==> config.mk <==
export PLATFORM = sky130hd
export DESIGN_NAME = sha256_stream_hasher
export DESIGN_NICKNAME = d
export VERILOG_FILES = /design/src/design/sha_pkg.sv /design/src/design/sha_front.sv /design/src/design/sha_back.sv /design/src/design/sha256_stream_hasher.sv
export SDC_FILE = /design/constraint.sdc
export NUM_CORES = 2
export LEC_CHECK = 0
export ABC_CLOCK_PERIOD_IN_PS = 34200
export CAP_MARGIN = 20
export CORE_ASPECT_RATIO = 2
export CORE_MARGIN = 3
export CORE_UTILIZATION = 60
export CTS_CLUSTER_DIAMETER = 30
export DETAILED_ROUTE_END_ITERATION = 7
export DONT_BUFFER_PORTS = 1
export GPL_ROUTABILITY_DRIVEN = 0
export PLACE_DENSITY_LB_ADDON = 0.25
export SYNTH_ARGS = -nofsm -noshare
export SYNTH_HDL_FRONTEND = slang
export SYNTH_SLANG_ARGS = --single-unit
==> constraint.sdc <==
create_clock -name clk -period 34.2 [get_ports clk]
set_input_delay 1.71 -clock clk [delete_from_list [all_inputs] [get_ports clk]]
set_output_delay 1.71 -clock clk [all_outputs]
set_load 0.1 [all_outputs]
==> src/design/sha_pkg.sv <==
// ============================================================================
// SHA-256 stream hasher package
// Item types, round constants, initial hash values and round functions.
// ============================================================================
package sha_pkg;

	typedef struct packed {
		logic       kind;
		logic [7:0] data_byte;
	} in_item_t;

	typedef struct packed {
		logic [31:0] digest_word;
		logic [2:0]  word_index;
		logic        last_word;
	} out_item_t;

	localparam logic KIND_BYTE = 1'b0;
	localparam logic KIND_END  = 1'b1;

	typedef enum logic [2:0] {
		ST_IDLE,
		ST_PAD,
		ST_ZERO,
		ST_LEN,
		ST_COMP,
		ST_EMIT
	} back_state_t;

	localparam logic [31:0] H_INIT [8] = '{
		32'h6a09e667, 32'hbb67ae85, 32'h3c6ef372, 32'ha54ff53a,
		32'h510e527f, 32'h9b05688c, 32'h1f83d9ab, 32'h5be0cd19
	};

	localparam logic [31:0] ROUND_K [64] = '{
		32'h428a2f98, 32'h71374491, 32'hb5c0fbcf, 32'he9b5dba5,
		32'h3956c25b, 32'h59f111f1, 32'h923f82a4, 32'hab1c5ed5,
		32'hd807aa98, 32'h12835b01, 32'h243185be, 32'h550c7dc3,
		32'h72be5d74, 32'h80deb1fe, 32'h9bdc06a7, 32'hc19bf174,
		32'he49b69c1, 32'hefbe4786, 32'h0fc19dc6, 32'h240ca1cc,
		32'h2de92c6f, 32'h4a7484aa, 32'h5cb0a9dc, 32'h76f988da,
		32'h983e5152, 32'ha831c66d, 32'hb00327c8, 32'hbf597fc7,
		32'hc6e00bf3, 32'hd5a79147, 32'h06ca6351, 32'h14292967,
		32'h27b70a85, 32'h2e1b2138, 32'h4d2c6dfc, 32'h53380d13,
		32'h650a7354, 32'h766a0abb, 32'h81c2c92e, 32'h92722c85,
		32'ha2bfe8a1, 32'ha81a664b, 32'hc24b8b70, 32'hc76c51a3,
		32'hd192e819, 32'hd6990624, 32'hf40e3585, 32'h106aa070,
		32'h19a4c116, 32'h1e376c08, 32'h2748774c, 32'h34b0bcb5,
		32'h391c0cb3, 32'h4ed8aa4a, 32'h5b9cca4f, 32'h682e6ff3,
		32'h748f82ee, 32'h78a5636f, 32'h84c87814, 32'h8cc70208,
		32'h90befffa, 32'ha4506ceb, 32'hbef9a3f7, 32'hc67178f2
	};

	function automatic logic [31:0] ror(input logic [31:0] v, input int n);
		ror = (v >> n) | (v << (32 - n));
	endfunction

	function automatic logic [31:0] sig0(input logic [31:0] x);
		sig0 = ror(x, 7) ^ ror(x, 18) ^ (x >> 3);
	endfunction

	function automatic logic [31:0] sig1(input logic [31:0] x);
		sig1 = ror(x, 17) ^ ror(x, 19) ^ (x >> 10);
	endfunction

	function automatic logic [31:0] ep0(input logic [31:0] x);
		ep0 = ror(x, 2) ^ ror(x, 13) ^ ror(x, 22);
	endfunction

	function automatic logic [31:0] ep1(input logic [31:0] x);
		ep1 = ror(x, 6) ^ ror(x, 11) ^ ror(x, 25);
	endfunction

endpackage

==> src/design/sha_front.sv <==
// ============================================================================
// SHA-256 front end
// Accepts input items into a short queue toward the back end.
// ============================================================================
module sha_front import sha_pkg::*; (
	input  logic     clk,
	input  logic     arst_n,
	input  logic     in_valid,
	output logic     in_stall,
	input  in_item_t in_data,
	output logic     q_valid,
	input  logic     q_take,
	output in_item_t q_data
);

	in_item_t   mem_q [4];
	logic [1:0] wp_q;
	logic [1:0] rp_q;
	logic [2:0] cnt_q;
	logic       push;
	logic       pop;

	assign in_stall = (cnt_q == 3'd4);
	assign push     = in_valid && !in_stall;
	assign q_valid  = (cnt_q != 3'd0);
	assign pop      = q_valid && q_take;
	assign q_data   = mem_q[rp_q];

	always_ff @(posedge clk) begin
		if (push) begin
			mem_q[wp_q] <= in_data;
		end
	end

	always_ff @(posedge clk or negedge arst_n) begin
		if (!arst_n) begin
			wp_q  <= '0;
			rp_q  <= '0;
			cnt_q <= '0;
		end else begin
			if (push) begin
				wp_q <= wp_q + 2'd1;
			end
			if (pop) begin
				rp_q <= rp_q + 2'd1;
			end
			cnt_q <= cnt_q + {2'b0, push} - {2'b0, pop};
		end
	end

endmodule

==> src/design/sha_back.sv <==
// ============================================================================
// SHA-256 back end
// Block buffer, padding sequencer, one-round-per-cycle compression, output.
// ============================================================================
module sha_back import sha_pkg::*; (
	input  logic      clk,
	input  logic      arst_n,
	input  logic      q_valid,
	output logic      q_take,
	input  in_item_t  q_data,
	output logic      out_valid,
	input  logic      out_stall,
	output out_item_t out_data
);

	back_state_t state_q;
	back_state_t state_d;
	logic [31:0] w_q [16];
	logic [31:0] h_q [8];
	logic [31:0] v_q [8];
	logic [5:0]  pos_q;
	logic [63:0] bits_q;
	logic [5:0]  rnd_q;
	logic        final_q;
	logic        pad_q;
	logic [2:0]  emit_q;
	logic [7:0]  wr_byte;
	logic        wr_en;
	logic        start_comp;
	logic [31:0] wnext;
	logic [31:0] wt;
	logic [31:0] t1;
	logic [31:0] t2;
	logic        pad_two;
	logic        out_fire;

	assign out_fire = out_valid && !out_stall;
	assign pad_two  = pos_q > 6'd55;
	assign wnext    = w_q[0] + sig0(w_q[1]) + w_q[9] + sig1(w_q[14]);
	assign wt       = w_q[0];
	assign t1 = v_q[7] + ep1(v_q[4]) + ((v_q[4] & v_q[5]) ^ (~v_q[4] & v_q[6]))
		+ ROUND_K[rnd_q] + wt;
	assign t2 = ep0(v_q[0]) + ((v_q[0] & v_q[1]) ^ (v_q[0] & v_q[2]) ^ (v_q[1] & v_q[2]));

	always_comb begin
		state_d = state_q;
		case (state_q)
			ST_IDLE: begin
				if (q_valid) begin
					if (q_data.kind == KIND_END) begin
						state_d = ST_PAD;
					end else if (pos_q == 6'd63) begin
						state_d = ST_COMP;
					end
				end
			end
			ST_PAD: begin
				if (pos_q == 6'd63) begin
					state_d = ST_COMP;
				end else if (pos_q == 6'd55) begin
					state_d = ST_LEN;
				end else begin
					state_d = ST_ZERO;
				end
			end
			ST_ZERO: begin
				if (final_q && pos_q == 6'd55) begin
					state_d = ST_LEN;
				end else if (!final_q && pos_q == 6'd63) begin
					state_d = ST_COMP;
				end
			end
			ST_LEN: begin
				if (pos_q == 6'd63) begin
					state_d = ST_COMP;
				end
			end
			ST_COMP: begin
				if (rnd_q == 6'd63) begin
					if (final_q) begin
						state_d = ST_EMIT;
					end else if (pad_q) begin
						state_d = ST_ZERO;
					end else begin
						state_d = ST_IDLE;
					end
				end
			end
			ST_EMIT: begin
				if (out_fire && emit_q == 3'd7) begin
					state_d = ST_IDLE;
				end
			end
			default: state_d = ST_IDLE;
		endcase
	end

	always_comb begin
		q_take     = (state_q == ST_IDLE);
		wr_en      = 1'b0;
		wr_byte    = 8'h00;
		start_comp = 1'b0;
		out_valid  = (state_q == ST_EMIT);
		out_data.digest_word = h_q[emit_q];
		out_data.word_index  = emit_q;
		out_data.last_word   = (emit_q == 3'd7);
		case (state_q)
			ST_IDLE: begin
				if (q_valid && q_data.kind == KIND_BYTE) begin
					wr_en      = 1'b1;
					wr_byte    = q_data.data_byte;
					start_comp = (pos_q == 6'd63);
				end
			end
			ST_PAD: begin
				wr_en      = 1'b1;
				wr_byte    = 8'h80;
				start_comp = (pos_q == 6'd63);
			end
			ST_ZERO: begin
				wr_en      = 1'b1;
				start_comp = (pos_q == 6'd63);
			end
			ST_LEN: begin
				wr_en      = 1'b1;
				wr_byte    = bits_q[8*(7 - (pos_q[2:0])) +: 8];
				start_comp = (pos_q == 6'd63);
			end
			default: ;
		endcase
	end

	always_ff @(posedge clk or negedge arst_n) begin
		if (!arst_n) begin
			state_q <= ST_IDLE;
			pos_q   <= '0;
			bits_q  <= '0;
			rnd_q   <= '0;
			final_q <= 1'b0;
			pad_q   <= 1'b0;
			emit_q  <= '0;
			for (int i = 0; i < 8; i++) begin
				h_q[i] <= H_INIT[i];
			end
		end else begin
			state_q <= state_d;
			if (wr_en) begin
				pos_q <= pos_q + 6'd1;
			end
			if (state_q == ST_IDLE && q_valid) begin
				if (q_data.kind == KIND_BYTE) begin
					bits_q <= bits_q + 64'd8;
				end else begin
					final_q <= !pad_two;
					pad_q   <= 1'b1;
				end
			end
			if (state_q == ST_ZERO && state_d == ST_LEN) begin
				final_q <= 1'b1;
			end
			if (start_comp) begin
				rnd_q <= '0;
			end else if (state_q == ST_COMP) begin
				rnd_q <= rnd_q + 6'd1;
				if (rnd_q == 6'd63) begin
					for (int i = 0; i < 8; i++) begin
						h_q[i] <= h_q[i] + (i == 0 ? t1 + t2 : (i == 4 ? v_q[3] + t1 :
							v_q[i - 1]));
					end
					if (final_q) begin
						emit_q <= '0;
					end
				end
			end
			if (state_q == ST_COMP && rnd_q == 6'd63 && !final_q && pad_q) begin
				final_q <= 1'b1;
			end
			if (out_fire) begin
				emit_q <= emit_q + 3'd1;
				if (emit_q == 3'd7) begin
					for (int i = 0; i < 8; i++) begin
						h_q[i] <= H_INIT[i];
					end
					bits_q  <= '0;
					pos_q   <= '0;
					final_q <= 1'b0;
					pad_q   <= 1'b0;
				end
			end
		end
	end

	always_ff @(posedge clk) begin
		if (wr_en) begin
			if (pos_q[1:0] == 2'd0) begin
				for (int i = 0; i < 15; i++) begin
					w_q[i] <= w_q[i + 1];
				end
				w_q[15] <= {wr_byte, 24'h000000};
			end else begin
				w_q[15][{~pos_q[1:0], 3'b000} +: 8] <= wr_byte;
			end
		end else if (state_q == ST_COMP) begin
			for (int i = 0; i < 15; i++) begin
				w_q[i] <= w_q[i + 1];
			end
			w_q[15] <= wnext;
		end
		if (start_comp) begin
			for (int i = 0; i < 8; i++) begin
				v_q[i] <= h_q[i];
			end
		end else if (state_q == ST_COMP) begin
			v_q[0] <= t1 + t2;
			v_q[1] <= v_q[0];
			v_q[2] <= v_q[1];
			v_q[3] <= v_q[2];
			v_q[4] <= v_q[3] + t1;
			v_q[5] <= v_q[4];
			v_q[6] <= v_q[5];
			v_q[7] <= v_q[6];
		end
	end

endmodule

==> src/design/sha256_stream_hasher.sv <==
// ============================================================================
// SHA-256 stream hasher
// Byte-stream SHA-256 with padding and eight-word digest output.
// ============================================================================
//  channel | dir | payload    | handshake
//  in      | in  | in_item_t  | in_valid / in_stall
//  out     | out | out_item_t | out_valid / out_stall
//
// Byte items are taken from the queue while the back end is idle; the 64th
// byte of a block starts compression, one round per cycle in the back end.
// End of message: the end item is taken, the 0x80 byte, zero bytes and the
// 64-bit length are written over one or two compressions, then eight output
// words follow. A four-entry queue takes items while the back end is busy.
// Reset restores the initial hash values; the block buffer is not cleared.
module sha256_stream_hasher import sha_pkg::*; (
	input  logic      clk,
	input  logic      arst_n,
	input  logic      in_valid,
	output logic      in_stall,
	input  in_item_t  in_data,
	output logic      out_valid,
	input  logic      out_stall,
	output out_item_t out_data
);

	logic     q_valid;
	logic     q_take;
	in_item_t q_data;

	sha_front u_front (
		.clk, .arst_n, .in_valid, .in_stall, .in_data,
		.q_valid, .q_take, .q_data
	);

	sha_back u_back (
		.clk, .arst_n, .q_valid, .q_take, .q_data,
		.out_valid, .out_stall, .out_data
	);

endmodule

==> key figures <==
Drt
  – Via Count: approximately 54000
  – Antenna viol nets, final: 0
  – Detail-routed net length per standard cell: 27.7 um
  – Average vias per placed instance: 6.55
  – Iter 0 DRT Violations: 6066
  – DRC Markers: 7
  – Final wirelength: 230 mm
  – Detailed Routing Iterations Pass 1: 8

Clock network
  – Htree depth: 4
  – Sink Count: roughly 1100
  – CTS-repair resized insts: 0
  – Hold buffers post-CTS: 0
  – Root Buffer: clkbuf_16
  – CTS tree: built
  – Clock Latency Late Sink: 0.83 ns
  – Clk slew on worst S/H paths: 0.07 ns
  – Clock Path Buffers: 3
  – Post-CTS setup buffers: 0
  – Cts bufs inserted: between 150 and 200

Status
  – Failing checks: DRC
  – Status: finished with violations

Setup path
  – Worst reg-to-reg setup slack: about 22 ns
  – Reg2Reg Launch Point: u_back.rnd_q[1]$_DFFE_PN0P_
  – Arrival time at the worst endpoint: approximately 13 ns
  – Setup crit start kind: register
  – Reg2Reg Depth: 40
  – WP data required: 34.94 ns
  – Slowest cell on crit path: dfrtp_1
  – CP endpoint kind: register
  – CP startpoint: u_back.rnd_q[1]$_DFFE_PN0P_
  – Critical path's most frequent cell: a21oi_1
  – Crit path kind: register to register
  – Slowest cell delay on critical path: 0.80 ns
  – Critical path fanouts, max: 20
  – RR Endpoint: u_back.h_q[127]$_DFF_PN0_

Placement
  – IO buf count: 0
  – Final HPWL DP: 161 mm

Timing
  – Fin Setup TNS: 0 ns
  – RSZ-0062 raised after global routing: false
  – Fmax: a little under 80 MHz
  – Slew Limit Headroom: 0.146
  – Tmin final: approximately 13 ns
  – Period utilization: 0.368
  – Max Clock Skew: 0.0382 ns
  – Final hold vios: 0
  – Slew Viols, Final: 0
  – Worst-margin pin slew: ~1.3 ns
  – # setup viols final: 0

Floorplanning
  – Effective utilization at floorplan: 0.604
  – Die width: 251 um
  – Die Ht: about 500 um
  – CORE AREA: 119000 um2
  – I/O pins: 51
  – # rows: around 180
  – Die area: ~120000 um2

Logic synthesis
  – Synth cell types: 92
  – EDFF count, synth: between 800 and 900
  – Synth Register Bits: 1148
  – Ys async rst share: 0.300
  – Cells after Synth: 6686
  – Synth warn: 0
  – Synth Area per Inst: 10.8 um2
  – Mapped Area: 71900 um2
  – Post-synth top flop: edfxtp_1
  – Synth Net Count: about 7300
  – Post-synthesis sequential area ratio: 0.458

GRT
  – Largest net degree at the start of global routing: 345
  – Total GRT Usage: 0.374
  – First-pass GRT wire length: roughly 340 mm
  – Initial antenna violation count: 10
  – Vias in the first global route: 54800
  – Total grt overflow: 0

Final layout
  – Layout area overhead: 9.83%
  – # nets final: 7251
  – Layout cell share with drive strength beyond 1: 0.114
  – Fillers: ~8900

Worst hold path
  – WHS Path Cells: 0
  – Hold EP: u_back.w_q[5][30]$_DFFE_PP_
  – Hold WC Path Type: register to register
  – Hold Path Origin: u_back.w_q[6][30]$_DFFE_PP_

Run
  – Max cap viols: 0
-- routing by layer --
layer | GRT usage | share of wire
met1 | 0.383 | 0.31
met5 | 0.00117 | 0.000078
met4 | 0.368 | 0.12
met2 | 0.616 | 0.48
met3 | 0.0964 | 0.082
-- critical path, delay by kind of cell (launching register included) --
family	cells	cell delay, ns
compound gates	18	4.81
xor+xnor	2	0.27
fa+ha+maj	7	3.10
buf+inv	2	0.50
flops	1	0.80
mux	1	0.58
simple gates	10	2.40
-- Yosys cell counts, drive strengths merged, types with 166 or more instances --
library cell / count / area, um2
a21o: 166 / 1250
a21oi: 530 / 2650
clkbuf: 256 / 962
dfrtp: 208 / 5200
edfxtp: 804 / 24100
fa: 196 / 3920
ha: 413 / 5170
inv: 329 / 1230
nand2: 963 / 3610
nor2: 354 / 1330
o21ai: 322 / 1620
xnor2: 453 / 3980
xor2: 175 / 1530
-- how the worst max path moves through the flow --
stage | slack [ns] | depth (start not counted) | end
detailed placement | 22.05 | 40 | u_back.h_q[127]$_DFF_PN0_
CTS | 22.00 | 40 | u_back.h_q[127]$_DFF_PN0_
floorplan | 21.40 | 7 | u_back.w_q[0][0]$_DFFE_PP_
finish | 21.60 | 40 | u_back.h_q[127]$_DFF_PN0_
global placement | 22.20 | 40 | u_back.h_q[127]$_DFF_PN0_
global route | 21.10 | 40 | u_back.h_q[127]$_DFF_PN0_
-- layout make-up --
type                       count  area (um2)  area share
antenna                        8        20.0    0.000254
clock buffer                 182        4130      0.0524
timing repair buffer          90         758     0.00960
clock inverter               110        1270      0.0160
tap                         1538        1920      0.0244
sequential                  1148       32900       0.417
multi-input combinational   4902       36700       0.464
inverter                     330        1250      0.0158
-- per-stage QoR --
| stage | instances | setup WS (ns) | cell area [um2] | utilization | hold WS (ns) |
|---|---|---|---|---|---|
| after floorplan | 6686 | 21.40 | 71900 | - | 0.400 |
| after global placement | 7992 | 22.20 | 73300 | 0.617 | 0.401 |
| after detailed placement | 7993 | 22.05 | 73300 | 0.617 | 0.405 |
| after CTS | 8285 | 22.00 | 78700 | 0.662 | 0.402 |
| after global routing | 8302 | 21.10 | 78900 | 0.664 | 0.406 |
| final | 8308 | 21.60 | 78900 | 0.664 | 0.404 |
-- flip-flops by register name, indices dropped and copies added, names as in the netlist, 2 cells and up --
name            cells
u_back.bits_q      61
u_back.w_q        512
u_front.mem_q      36
u_front.cnt_q       3
u_back.emit_q       3
u_front.rp_q        2
u_back.state_q      3
u_back.v_q        256
u_back.pos_q        6
u_back.rnd_q        6
u_front.wp_q        2
u_back.h_q        256
-- cell families after synthesis --
family,after synthesis,synth area share
muxes,276,0.0573
xor gates and xnor gates,628,0.0766
and+or+nand+nor,1822,0.111
buffers and inverters,636,0.0333
AOI/OAI and AO/OA,1546,0.134
adders and majority gates,630,0.129
DFF,1148,0.458
-- layout by cell type, fill, tap and decap left out, types with 15 or more instances in the layout --
cell,n
mux2i_1,49
o21bai_1,67
and3_1,37
inv_1,328
a21o_1,166
o211ai_1,99
edfxtp_1,804
fa_1,196
xnor2_1,450
or3_1,52
mux2_2,131
nor2_1,352
clkinvlp_4,16
nor2b_1,55
a21oi_1,529
a31oi_1,44
o31ai_1,32
ha_1,413
xor2_1,175
nor3_1,73
o21a_1,60
nand2b_1,65
nand2_1,960
a211oi_1,37
o21ai_0,313
nand4_1,31
mux4_2,95
buf_4,80
a22o_1,17
inv_6,23
maj3_1,21
dfstp_2,136
clkinv_2,16
nand3_1,112
dfrtp_1,202
and2_1,15
clkbuf_1,15
clkbuf_16,159
Power is not shown: default switching activity piles up to over one toggle a cycle in this logic, so the estimate is an artifact.
